$ cat src/rtl/ptt_pkg.sv
// ptt_pkg: types, codes and fixed widths for the periodic timer table
// depends on: nothing
package ptt_pkg;

    // fixed field widths
    localparam int ID_W      = 16;
    localparam int PERIOD_W  = 20;
    localparam int ELAPSED_W = 16;
    localparam int TIME_W    = 32;

    // expiries reported per tick at most, and a counter that holds that value
    localparam int MAX_RESULTS = 16;
    localparam int RES_CNT_W   = 5;

    // command queue between front and back
    localparam int QUEUE_DEPTH = 2;
    localparam int QPTR_W      = 1;
    localparam int QCNT_W      = 2;

    // command codes on the input port
    localparam logic [1:0] CMD_SET  = 2'd0;
    localparam logic [1:0] CMD_KILL = 2'd1;
    localparam logic [1:0] CMD_TICK = 2'd2;

    // result kinds
    localparam logic [1:0] KIND_SET_REPLY  = 2'd0;
    localparam logic [1:0] KIND_KILL_REPLY = 2'd1;
    localparam logic [1:0] KIND_EXPIRY     = 2'd2;

    // result status codes
    localparam logic [1:0] STATUS_OK   = 2'd0;
    localparam logic [1:0] STATUS_MISS = 2'd1;
    localparam logic [1:0] STATUS_FULL = 2'd2;

    // classified operation
    typedef enum logic [1:0] {
        OP_SET,
        OP_KILL,
        OP_TICK
    } op_t;

    // one queued item
    typedef struct packed {
        op_t                  op;
        logic [ID_W-1:0]      timer_id;
        logic [PERIOD_W-1:0]  period_ms;
        logic [ELAPSED_W-1:0] elapsed_ms;
    } item_t;

    // queue head seen by the back end
    typedef struct packed {
        logic  valid;
        item_t item;
    } queue_head_t;

    // one slot memory entry
    typedef struct packed {
        logic [ID_W-1:0]     timer_id;
        logic [PERIOD_W-1:0] period;
        logic [TIME_W-1:0]   deadline;
    } entry_t;

    // one registered result
    typedef struct packed {
        logic            strobe;
        logic [1:0]      kind;
        logic [1:0]      status;
        logic [ID_W-1:0] expired_id;
        logic            last;
    } result_t;

    // back end sequencer states
    typedef enum logic [1:0] {
        ST_IDLE,
        ST_SCAN,
        ST_FINISH
    } back_state_t;

endpackage

$ cat src/rtl/ptt_front.sv
// ptt_front: accepts commands, classifies them and queues them for the back end
// depends on: ptt_pkg
module ptt_front
(
    input  logic                           clk,
    input  logic                           rst_n,
    input  logic                           start,
    output logic                           busy,
    input  logic [1:0]                     cmd,
    input  logic [ptt_pkg::ID_W-1:0]       timer_id,
    input  logic [ptt_pkg::PERIOD_W-1:0]   period_ms,
    input  logic [ptt_pkg::ELAPSED_W-1:0]  elapsed_ms,
    output ptt_pkg::queue_head_t           head,
    input  logic                           pop
);

    ptt_pkg::item_t                q_mem_reg [ptt_pkg::QUEUE_DEPTH];
    logic [ptt_pkg::QPTR_W-1:0]    wr_ptr_reg;
    logic [ptt_pkg::QPTR_W-1:0]    rd_ptr_reg;
    logic [ptt_pkg::QCNT_W-1:0]    count_reg;
    logic [ptt_pkg::QPTR_W-1:0]    wr_ptr_next;
    logic [ptt_pkg::QPTR_W-1:0]    rd_ptr_next;
    logic [ptt_pkg::QCNT_W-1:0]    count_next;
    logic                          accept;
    logic                          known;
    logic                          push;
    ptt_pkg::item_t                item_in;

    // classify the command, unused codes are dropped
    always_comb
    begin
        item_in.op         = ptt_pkg::OP_TICK;
        item_in.timer_id   = timer_id;
        item_in.period_ms  = period_ms;
        item_in.elapsed_ms = elapsed_ms;
        known              = 1'b1;
        case (cmd)
            ptt_pkg::CMD_SET:  item_in.op = ptt_pkg::OP_SET;
            ptt_pkg::CMD_KILL: item_in.op = ptt_pkg::OP_KILL;
            ptt_pkg::CMD_TICK: item_in.op = ptt_pkg::OP_TICK;
            default:           known      = 1'b0;
        endcase
    end

    assign busy   = (count_reg == ptt_pkg::QCNT_W'(ptt_pkg::QUEUE_DEPTH));
    assign accept = start && !busy;
    assign push   = accept && known;

    // queue pointers and fill count
    always_comb
    begin
        wr_ptr_next = wr_ptr_reg;
        rd_ptr_next = rd_ptr_reg;
        count_next  = count_reg;
        if (push)
        begin
            if (wr_ptr_reg == ptt_pkg::QPTR_W'(ptt_pkg::QUEUE_DEPTH - 1))
                wr_ptr_next = '0;
            else
                wr_ptr_next = wr_ptr_reg + 1'b1;
        end
        if (pop)
        begin
            if (rd_ptr_reg == ptt_pkg::QPTR_W'(ptt_pkg::QUEUE_DEPTH - 1))
                rd_ptr_next = '0;
            else
                rd_ptr_next = rd_ptr_reg + 1'b1;
        end
        if (push && !pop)
            count_next = count_reg + 1'b1;
        else if (pop && !push)
            count_next = count_reg - 1'b1;
    end

    always_ff @(posedge clk or negedge rst_n)
    begin
        if (!rst_n)
        begin
            wr_ptr_reg <= '0;
            rd_ptr_reg <= '0;
            count_reg  <= '0;
        end
        else
        begin
            wr_ptr_reg <= wr_ptr_next;
            rd_ptr_reg <= rd_ptr_next;
            count_reg  <= count_next;
        end
    end

    // queue storage
    always_ff @(posedge clk)
    begin
        if (push)
            q_mem_reg[wr_ptr_reg] <= item_in;
    end

    assign head.valid = (count_reg != '0);
    assign head.item  = q_mem_reg[rd_ptr_reg];

endmodule

$ cat src/rtl/ptt_back.sv
// ptt_back: slot table and scan sequencer that carries out set, kill and tick
// depends on: ptt_pkg
module ptt_back
#(
    parameter int NUM_SLOTS = 16
)
(
    input  logic                  clk,
    input  logic                  rst_n,
    input  ptt_pkg::queue_head_t  head,
    output logic                  pop,
    output ptt_pkg::result_t      result
);

    localparam int IDX_W  = (NUM_SLOTS > 1) ? $clog2(NUM_SLOTS) : 1;
    localparam int SCNT_W = $clog2(NUM_SLOTS + 1);

    // slot memory, one read and one write port
    ptt_pkg::entry_t                  mem [NUM_SLOTS];
    ptt_pkg::entry_t                  rd_entry_reg;
    logic                             mem_re;
    logic [IDX_W-1:0]                 mem_raddr;
    logic                             mem_we;
    logic [IDX_W-1:0]                 mem_waddr;
    ptt_pkg::entry_t                  mem_wdata;

    ptt_pkg::back_state_t             state_reg, state_next;
    ptt_pkg::item_t                   item_reg, item_next;
    logic [ptt_pkg::TIME_W-1:0]       now_reg, now_next;
    logic [NUM_SLOTS-1:0]             valid_reg, valid_next;
    logic [SCNT_W-1:0]                issue_reg, issue_next;
    logic                             pend_reg, pend_next;
    logic [IDX_W-1:0]                 pend_idx_reg, pend_idx_next;
    logic                             hit_reg, hit_next;
    logic [IDX_W-1:0]                 hit_idx_reg, hit_idx_next;
    logic                             free_reg, free_next;
    logic [IDX_W-1:0]                 free_idx_reg, free_idx_next;
    logic                             held_reg, held_next;
    logic [ptt_pkg::ID_W-1:0]         held_id_reg, held_id_next;
    logic [ptt_pkg::RES_CNT_W-1:0]    n_reg, n_next;
    ptt_pkg::result_t                 res_reg, res_next;

    logic                             slot_v;
    logic [ptt_pkg::TIME_W-1:0]       diff;
    logic [ptt_pkg::TIME_W-1:0]       rearm;
    logic [ptt_pkg::TIME_W-1:0]       new_deadline;
    logic                             due;

    // compare stage helpers
    assign slot_v       = valid_reg[pend_idx_reg];
    assign diff         = now_reg - rd_entry_reg.deadline;
    assign rearm        = now_reg + ptt_pkg::TIME_W'(rd_entry_reg.period);
    assign new_deadline = now_reg + ptt_pkg::TIME_W'(item_reg.period_ms);
    assign due          = pend_reg && slot_v && !diff[ptt_pkg::TIME_W-1]
                          && (n_reg < ptt_pkg::RES_CNT_W'(ptt_pkg::MAX_RESULTS));

    // sequencer next state and outputs
    always_comb
    begin
        state_next    = state_reg;
        item_next     = item_reg;
        now_next      = now_reg;
        valid_next    = valid_reg;
        issue_next    = issue_reg;
        pend_next     = 1'b0;
        pend_idx_next = pend_idx_reg;
        hit_next      = hit_reg;
        hit_idx_next  = hit_idx_reg;
        free_next     = free_reg;
        free_idx_next = free_idx_reg;
        held_next     = held_reg;
        held_id_next  = held_id_reg;
        n_next        = n_reg;
        res_next      = '0;
        pop           = 1'b0;
        mem_re        = 1'b0;
        mem_raddr     = issue_reg[IDX_W-1:0];
        mem_we        = 1'b0;
        mem_waddr     = pend_idx_reg;
        mem_wdata     = '{timer_id: rd_entry_reg.timer_id,
                          period:   rd_entry_reg.period,
                          deadline: rearm};

        case (state_reg)
            ptt_pkg::ST_IDLE:
            begin
                if (head.valid)
                begin
                    pop        = 1'b1;
                    item_next  = head.item;
                    issue_next = '0;
                    hit_next   = 1'b0;
                    free_next  = 1'b0;
                    held_next  = 1'b0;
                    n_next     = '0;
                    state_next = ptt_pkg::ST_SCAN;
                    if (head.item.op == ptt_pkg::OP_TICK)
                        now_next = now_reg + ptt_pkg::TIME_W'(head.item.elapsed_ms);
                end
            end

            ptt_pkg::ST_SCAN:
            begin
                // issue one slot read per cycle
                if (issue_reg != SCNT_W'(NUM_SLOTS))
                begin
                    mem_re        = 1'b1;
                    issue_next    = issue_reg + 1'b1;
                    pend_next     = 1'b1;
                    pend_idx_next = issue_reg[IDX_W-1:0];
                end
                else
                begin
                    state_next = ptt_pkg::ST_FINISH;
                end

                // evaluate the slot read in the previous cycle
                case (item_reg.op)
                    ptt_pkg::OP_SET, ptt_pkg::OP_KILL:
                    begin
                        if (pend_reg && slot_v && !hit_reg
                            && (rd_entry_reg.timer_id == item_reg.timer_id))
                        begin
                            hit_next     = 1'b1;
                            hit_idx_next = pend_idx_reg;
                        end
                        if (pend_reg && !slot_v && !free_reg)
                        begin
                            free_next     = 1'b1;
                            free_idx_next = pend_idx_reg;
                        end
                    end
                    ptt_pkg::OP_TICK:
                    begin
                        if (due)
                        begin
                            mem_we       = 1'b1;
                            n_next       = n_reg + 1'b1;
                            held_next    = 1'b1;
                            held_id_next = rd_entry_reg.timer_id;
                            // the held expiry is known not to be the final one
                            if (held_reg)
                            begin
                                res_next.strobe     = 1'b1;
                                res_next.kind       = ptt_pkg::KIND_EXPIRY;
                                res_next.status     = ptt_pkg::STATUS_OK;
                                res_next.expired_id = held_id_reg;
                                res_next.last       = 1'b0;
                            end
                        end
                    end
                    default:
                    begin
                    end
                endcase
            end

            ptt_pkg::ST_FINISH:
            begin
                state_next          = ptt_pkg::ST_IDLE;
                res_next.expired_id = item_reg.timer_id;
                res_next.last       = 1'b1;
                case (item_reg.op)
                    ptt_pkg::OP_SET:
                    begin
                        res_next.strobe = 1'b1;
                        res_next.kind   = ptt_pkg::KIND_SET_REPLY;
                        if (hit_reg)
                            res_next.status = ptt_pkg::STATUS_MISS;
                        else if (!free_reg)
                            res_next.status = ptt_pkg::STATUS_FULL;
                        else
                        begin
                            res_next.status         = ptt_pkg::STATUS_OK;
                            mem_we                  = 1'b1;
                            mem_waddr               = free_idx_reg;
                            mem_wdata               = '{timer_id: item_reg.timer_id,
                                                        period:   item_reg.period_ms,
                                                        deadline: new_deadline};
                            valid_next[free_idx_reg] = 1'b1;
                        end
                    end
                    ptt_pkg::OP_KILL:
                    begin
                        res_next.strobe = 1'b1;
                        res_next.kind   = ptt_pkg::KIND_KILL_REPLY;
                        if (hit_reg)
                        begin
                            res_next.status         = ptt_pkg::STATUS_OK;
                            valid_next[hit_idx_reg] = 1'b0;
                        end
                        else
                            res_next.status = ptt_pkg::STATUS_MISS;
                    end
                    ptt_pkg::OP_TICK:
                    begin
                        // the held expiry closes the tick
                        res_next.strobe     = held_reg;
                        res_next.kind       = ptt_pkg::KIND_EXPIRY;
                        res_next.status     = ptt_pkg::STATUS_OK;
                        res_next.expired_id = held_id_reg;
                    end
                    default:
                    begin
                    end
                endcase
            end

            default:
            begin
                state_next = ptt_pkg::ST_IDLE;
            end
        endcase
    end

    // control and result registers
    always_ff @(posedge clk or negedge rst_n)
    begin
        if (!rst_n)
        begin
            state_reg <= ptt_pkg::ST_IDLE;
            now_reg   <= '0;
            valid_reg <= '0;
            issue_reg <= '0;
            pend_reg  <= 1'b0;
            hit_reg   <= 1'b0;
            free_reg  <= 1'b0;
            held_reg  <= 1'b0;
            n_reg     <= '0;
            res_reg   <= '0;
        end
        else
        begin
            state_reg <= state_next;
            now_reg   <= now_next;
            valid_reg <= valid_next;
            issue_reg <= issue_next;
            pend_reg  <= pend_next;
            hit_reg   <= hit_next;
            free_reg  <= free_next;
            held_reg  <= held_next;
            n_reg     <= n_next;
            res_reg   <= res_next;
        end
    end

    // payload registers
    always_ff @(posedge clk)
    begin
        item_reg     <= item_next;
        pend_idx_reg <= pend_idx_next;
        hit_idx_reg  <= hit_idx_next;
        free_idx_reg <= free_idx_next;
        held_id_reg  <= held_id_next;
    end

    // slot memory with registered read
    always_ff @(posedge clk)
    begin
        if (mem_we)
            mem[mem_waddr] <= mem_wdata;
        if (mem_re)
            rd_entry_reg <= mem[mem_raddr];
    end

    assign result = res_reg;

endmodule

$ cat src/rtl/periodic_timer_table_unit.sv
// periodic_timer_table_unit: top level of the periodic timer table
// depends on: ptt_pkg, ptt_front, ptt_back
//
// usage
//   command channel: drive cmd, timer_id, period_ms, elapsed_ms with start;
//   an item is taken at a rising edge where start is high and busy is low.
//   cmd 0 sets a timer, 1 kills one, 2 advances the millisecond clock;
//   code 3 is taken and dropped with no result.
//   result channel: strobe marks one result for one cycle on kind, status,
//   expired_id and last; the receiver cannot hold results off.
// timing
//   a two-deep queue parts the front from the back, so busy rises only
//   when two items wait. the back scans the slot memory one slot per
//   cycle and takes the next item only once the last is through; a set
//   or kill reply is registered out of the finish state after the scan.
//   tick expiries leave in slot order during the scan and the finish
//   state, at most one per cycle, the final one flagged by last.
// reset
//   all timers invalid, millisecond clock at zero, queue empty, no strobe.
module periodic_timer_table_unit
#(
    parameter int NUM_SLOTS = 16
)
(
    input  logic                           clk,
    input  logic                           rst_n,
    input  logic                           start,
    output logic                           busy,
    input  logic [1:0]                     cmd,
    input  logic [ptt_pkg::ID_W-1:0]       timer_id,
    input  logic [ptt_pkg::PERIOD_W-1:0]   period_ms,
    input  logic [ptt_pkg::ELAPSED_W-1:0]  elapsed_ms,
    output logic                           strobe,
    output logic [1:0]                     kind,
    output logic [1:0]                     status,
    output logic [ptt_pkg::ID_W-1:0]       expired_id,
    output logic                           last
);

    ptt_pkg::queue_head_t  head;
    logic                  pop;
    ptt_pkg::result_t      result;

    // command intake and queue
    ptt_front u_front
    (
        .clk        (clk),
        .rst_n      (rst_n),
        .start      (start),
        .busy       (busy),
        .cmd        (cmd),
        .timer_id   (timer_id),
        .period_ms  (period_ms),
        .elapsed_ms (elapsed_ms),
        .head       (head),
        .pop        (pop)
    );

    // slot table and scan sequencer
    ptt_back #(
        .NUM_SLOTS (NUM_SLOTS)
    ) u_back
    (
        .clk    (clk),
        .rst_n  (rst_n),
        .head   (head),
        .pop    (pop),
        .result (result)
    );

    assign strobe     = result.strobe;
    assign kind       = result.kind;
    assign status     = result.status;
    assign expired_id = result.expired_id;
    assign last       = result.last;

    // the back end only takes an item the queue holds
    a_pop_needs_item: assert property (@(posedge clk) disable iff (!rst_n)
        pop |-> head.valid)
        else $error("pop from an empty queue");

    // replies to set and kill always close their item
    a_reply_is_last: assert property (@(posedge clk) disable iff (!rst_n)
        (strobe && (kind != ptt_pkg::KIND_EXPIRY)) |-> last)
        else $error("reply without last");

    // an expiry carries no error status
    a_expiry_ok: assert property (@(posedge clk) disable iff (!rst_n)
        (strobe && (kind == ptt_pkg::KIND_EXPIRY)) |-> (status == ptt_pkg::STATUS_OK))
        else $error("expiry with nonzero status");

    // two final results never come in consecutive cycles
    a_no_back_to_back_last: assert property (@(posedge clk) disable iff (!rst_n)
        (strobe && last) |=> !(strobe && last))
        else $error("final results in consecutive cycles");

endmodule

$ cat config.mk
export PLATFORM = sky130hd
export DESIGN_NAME = periodic_timer_table_unit
export DESIGN_NICKNAME = d
export VERILOG_FILES = /design/src/rtl/ptt_pkg.sv /design/src/rtl/ptt_front.sv /design/src/rtl/ptt_back.sv /design/src/rtl/periodic_timer_table_unit.sv
export SDC_FILE = /design/constraint.sdc
export NUM_CORES = 2
export LEC_CHECK = 0
export BUFFER_PORTS_ARGS = -buffer_cell sky130_fd_sc_hd__buf_2
export CORE_MARGIN = 2
export CORE_UTILIZATION = 60
export DETAILED_ROUTE_END_ITERATION = 10
export GPL_ROUTABILITY_DRIVEN = 0
export PLACE_DENSITY = 0.84
export SYNTH_ARGS = -nofsm -noshare
export SYNTH_HDL_FRONTEND = slang
export SYNTH_SLANG_ARGS = --single-unit
$ cat constraint.sdc
create_clock -name clk -period 14 [get_ports clk]
set_input_delay 1.4 -clock clk [delete_from_list [all_inputs] [get_ports clk]]
set_output_delay 1.4 -clock clk [all_outputs]
set_load 0.01 [all_outputs]
==> impl_metrics.json <==
{
  "p_clk_frac": 0.254,
  "synth_ff_type": "edfxtp_1",
  "powerDensity_nw_per_um2": 221,
  "status": "finished, final reports clean",
  "ant_nets": 0,
  "synth_top_family_by_area": "multiplexers",
  "mostFrequentLayoutCell": "edfxtp_1",
  "area.growth.synth_to_final_pct": 11.3,
  "wirelength_um": 145000,
  "crit_type": "register to register",
  "hold_class": "register to register",
  "drt-pass1-iter-count": 8,
  "crit_required_ns": 14.36,
  "synth_compound_area_frac": 0.0317,
  "synth.avg_cell_area_sq_um": 19.8,
  "drt_iter0_markers": 5573,
  "p_int_mw": 9.40,
  "vias": 30900,
  "synth_seq_cells": 1420,
  "dp_slack_ns": 8.45,
  "power.switching_mw": 4.64,
  "worst_pin_slew_ns": 1.43,
  "slew_violations": 0,
  "cts_hold_buffers": 0,
  "period_share": 0.438,
  "fin_cells": 4419,
  "path_cells": "ha_1 -> a21oi_1 -> o21ai_0 -> a221o_1 -> nor3_1 -> a21oi_1 -> mux2i_4 -> a31oi_1 -> nor3_2 -> buf_4 -> buf_4",
  "clk_latency_ns": 0.76,
  "critPathLaunchType": "register",
  "min_delay_path_depth": 1,
  "fin_skew_ns": 0.0383,
  "synth_edf_count": 1330,
  "min_to": "u_back.result[11]$_DFF_PN0_",
  "hp-start": "u_back.held_id_reg[10]$_DFFE_PP_",
  "synth_cells": 2882,
  "grt_pass1_vias": 31700,
  "cts_buffer_depth": 3,
  "cts_sinks": 1420,
  "placed_cells": 4168,
  "hpwl_um": 76400,
  "placementRows": 113,
  "synth_nets": 3035,
  "grt_use_total": 0.301,
  "cts_root_buf": "clkbuf_16",
  "drc": 0,
  "seq_area_frac_synth": 0.739,
  "cts_tree": "built",
  "peakVddDrop_v": 0.000175,
  "die_w_um": 312,
  "finalPower_mw": 14.0,
  "slew_headroom": 0.0468,
  "end_kind": "register",
  "reg2reg_from": "u_back.now_reg[24]$_DFFE_PN0P_",
  "grt_pass1_wl_um": 213000,
  "drive_above_1_share": 0.245,
  "grt_overflow": 0,
  "switching_share": 0.331,
  "ios": 80,
  "fillers": 5433,
  "largest_register_ffs": 1088,
  "core_sq_um": 94600,
  "synth_area_leaders": "edfxtp_1 (70%), mux4_2 (13%), dfrtp_1 (3.9%)",
  "netlist_area_sq_um": 57100,
  "cts_resized": 0,
  "antenna_found_initial": 5,
  "rsz0062_at_grt": "no",
  "fin_tns_setup_ns": 0,
  "synth.top_cell.area_share": 0.700,
  "dieHeight_um": 312,
  "r2r-end": "u_back.mem[1][19]$_DFFE_PP_",
  "leakagePower_nw": 21.5,
  "hold_violations": 0,
  "r2r_cells": 11,
  "yosys.area_share.simple": 0.0328,
  "pwr-share-comb": 0.299,
  "max_freq_mhz": 163,
  "cts_max_level": 4,
  "viasPerCell": 7.00,
  "cts_made_buffers": 134,
  "seq_power_share": 0.447,
  "fin_nets": 3194,
  "synthXorXnorAreaFrac": 0.0146,
  "finalCriticalPeriod_ns": 6.13,
  "crit_fanout": 39,
  "grt_max_degree": 165,
  "postCtsSetupBuffers": 0,
  "layout_common_cells": "edfxtp_1 (1,330), mux4_2 (341), nand2_1 (199), clkbuf_16 (135), ha_1 (93)",
  "maxCapViolCount": 0,
  "ys_types": 69,
  "holdWs_ns": 0.481,
  "slowest_stage": "nor3_2",
  "clk_pin_slew_worst_paths_ns": 0.07,
  "r2r_slack_ns": 7.87,
  "initial_core_util": 0.603,
  "die_area_sq_um": 97600,
  "layout_setup_ws_ns": 7.87,
  "crit_path_max_incr_delay_ns": 1.15,
  "post_drt_wl_per_cell_um": 32.9,
  "synth_area_leader_cell": "edfxtp_1",
  "synth_mux_area_frac": 0.148,
  "synthArstFlopShare": 0.0634,
  "numPortBuffers": 79,
  "synth_fa_ha_area_frac": 0.0214,
  "setup_violations": 0,
  "critPathArrivalTime_ns": 6.49,
  "yosys_warnings": 0
}
-- cell usage after synthesis, types with 6 or more instances --
cell type	instances
dfrtp_1	90
buf_1	44
nor3b_1	8
nand2b_1	12
xor2_1	52
and3_1	14
o21bai_1	6
o21ai_0	88
nand4_1	12
a211oi_1	8
a22o_1	18
o21a_1	11
ha_1	93
clkbuf_1	73
a31oi_1	10
nand3_1	24
o31ai_1	6
a21o_1	21
or3_1	7
nor2_1	51
edfxtp_1	1330
nor2b_1	11
nand2_1	199
mux4_2	341
a21oi_1	68
nor4_1	9
nor3_1	37
mux2_2	54
xnor2_1	43
inv_1	54
-- routing by layer --
| metal | vias up | part of all wire | GRT usage |
|---|---|---|---|
| met1 | 15800 | 0.35 | 0.412 |
| met5 | - | 0.00028 | 0 |
| met3 | 455 | 0.12 | 0.0599 |
| met2 | 2573 | 0.49 | 0.487 |
| met4 | 6 | 0.040 | 0.117 |
| li1 | 12100 | - | - |
-- power by group through the flow --
| stage | registers [mW] | logic, mW | clock network, mW |
|---|---|---|---|
| final | 6.28 | 4.20 | 3.56 |
| after global routing | 6.30 | 4.48 | 3.73 |
| after CTS | 6.26 | 4.12 | 3.59 |
| after detailed placement | 6.33 | 3.99 | 0 |
| after global placement | 6.31 | 3.79 | 0 |
| after floorplan | 6.07 | 2.93 | 0 |
-- per-stage QoR --
step	utilization	area, sq um
floorplan	-	57100
global placement	0.626	59200
detailed placement	0.626	59200
CTS	0.671	63500
global route	0.671	63500
finish	0.671	63500
-- logic make-up after synthesis --
family	count (synthesis)
AO/OA/AOI/OAI	286
XOR/XNOR	95
buffers and inverters	175
multiplexers	405
AND/OR/NAND/NOR	405
adder cells (fa/ha/maj)	96
flip-flops	1420
-- worst max-delay path: cells and delay by family, from the launching register on --
family | cells | cell delay [ns]
DFF | 1 | 0.46
muxes | 1 | 0.38
adders and majority gates | 1 | 0.37
buffers and inverters | 2 | 1.23
and+or+nand+nor | 2 | 1.73
AOI/OAI and AO/OA | 5 | 1.51
-- how the worst max path moves through the flow --
stage | end | startpoint
2_1_floorplan | u_back.mem[14][0]$_DFFE_PP_ | u_back.now_reg[18]$_DFFE_PN0P_
3_3_place_gp | u_back.mem[1][32]$_DFFE_PP_ | u_back.now_reg[26]$_DFFE_PN0P_
3_5_place_dp | u_back.mem[1][32]$_DFFE_PP_ | u_back.now_reg[26]$_DFFE_PN0P_
6_report | u_back.mem[1][19]$_DFFE_PP_ | u_back.now_reg[24]$_DFFE_PN0P_
4_1_cts | u_back.mem[1][19]$_DFFE_PP_ | u_back.now_reg[24]$_DFFE_PN0P_
5_1_grt | u_back.mem[1][19]$_DFFE_PP_ | u_back.now_reg[24]$_DFFE_PN0P_
-- final cells by class --
class	count	area (sq um)	area share
Sequential cell	1420	42200	0.665
Multi-Input combinational cell	1287	14300	0.226
Clock buffer	177	3670	0.0577
Tap cell	1265	1580	0.0249
Timing Repair Buffer	143	891	0.0140
Clock inverter	71	619	0.00975
Inverter	55	206	0.00325
Antenna cell	1	2.50	0.0000394
Note: power is estimated with default switching activity, not from simulation.
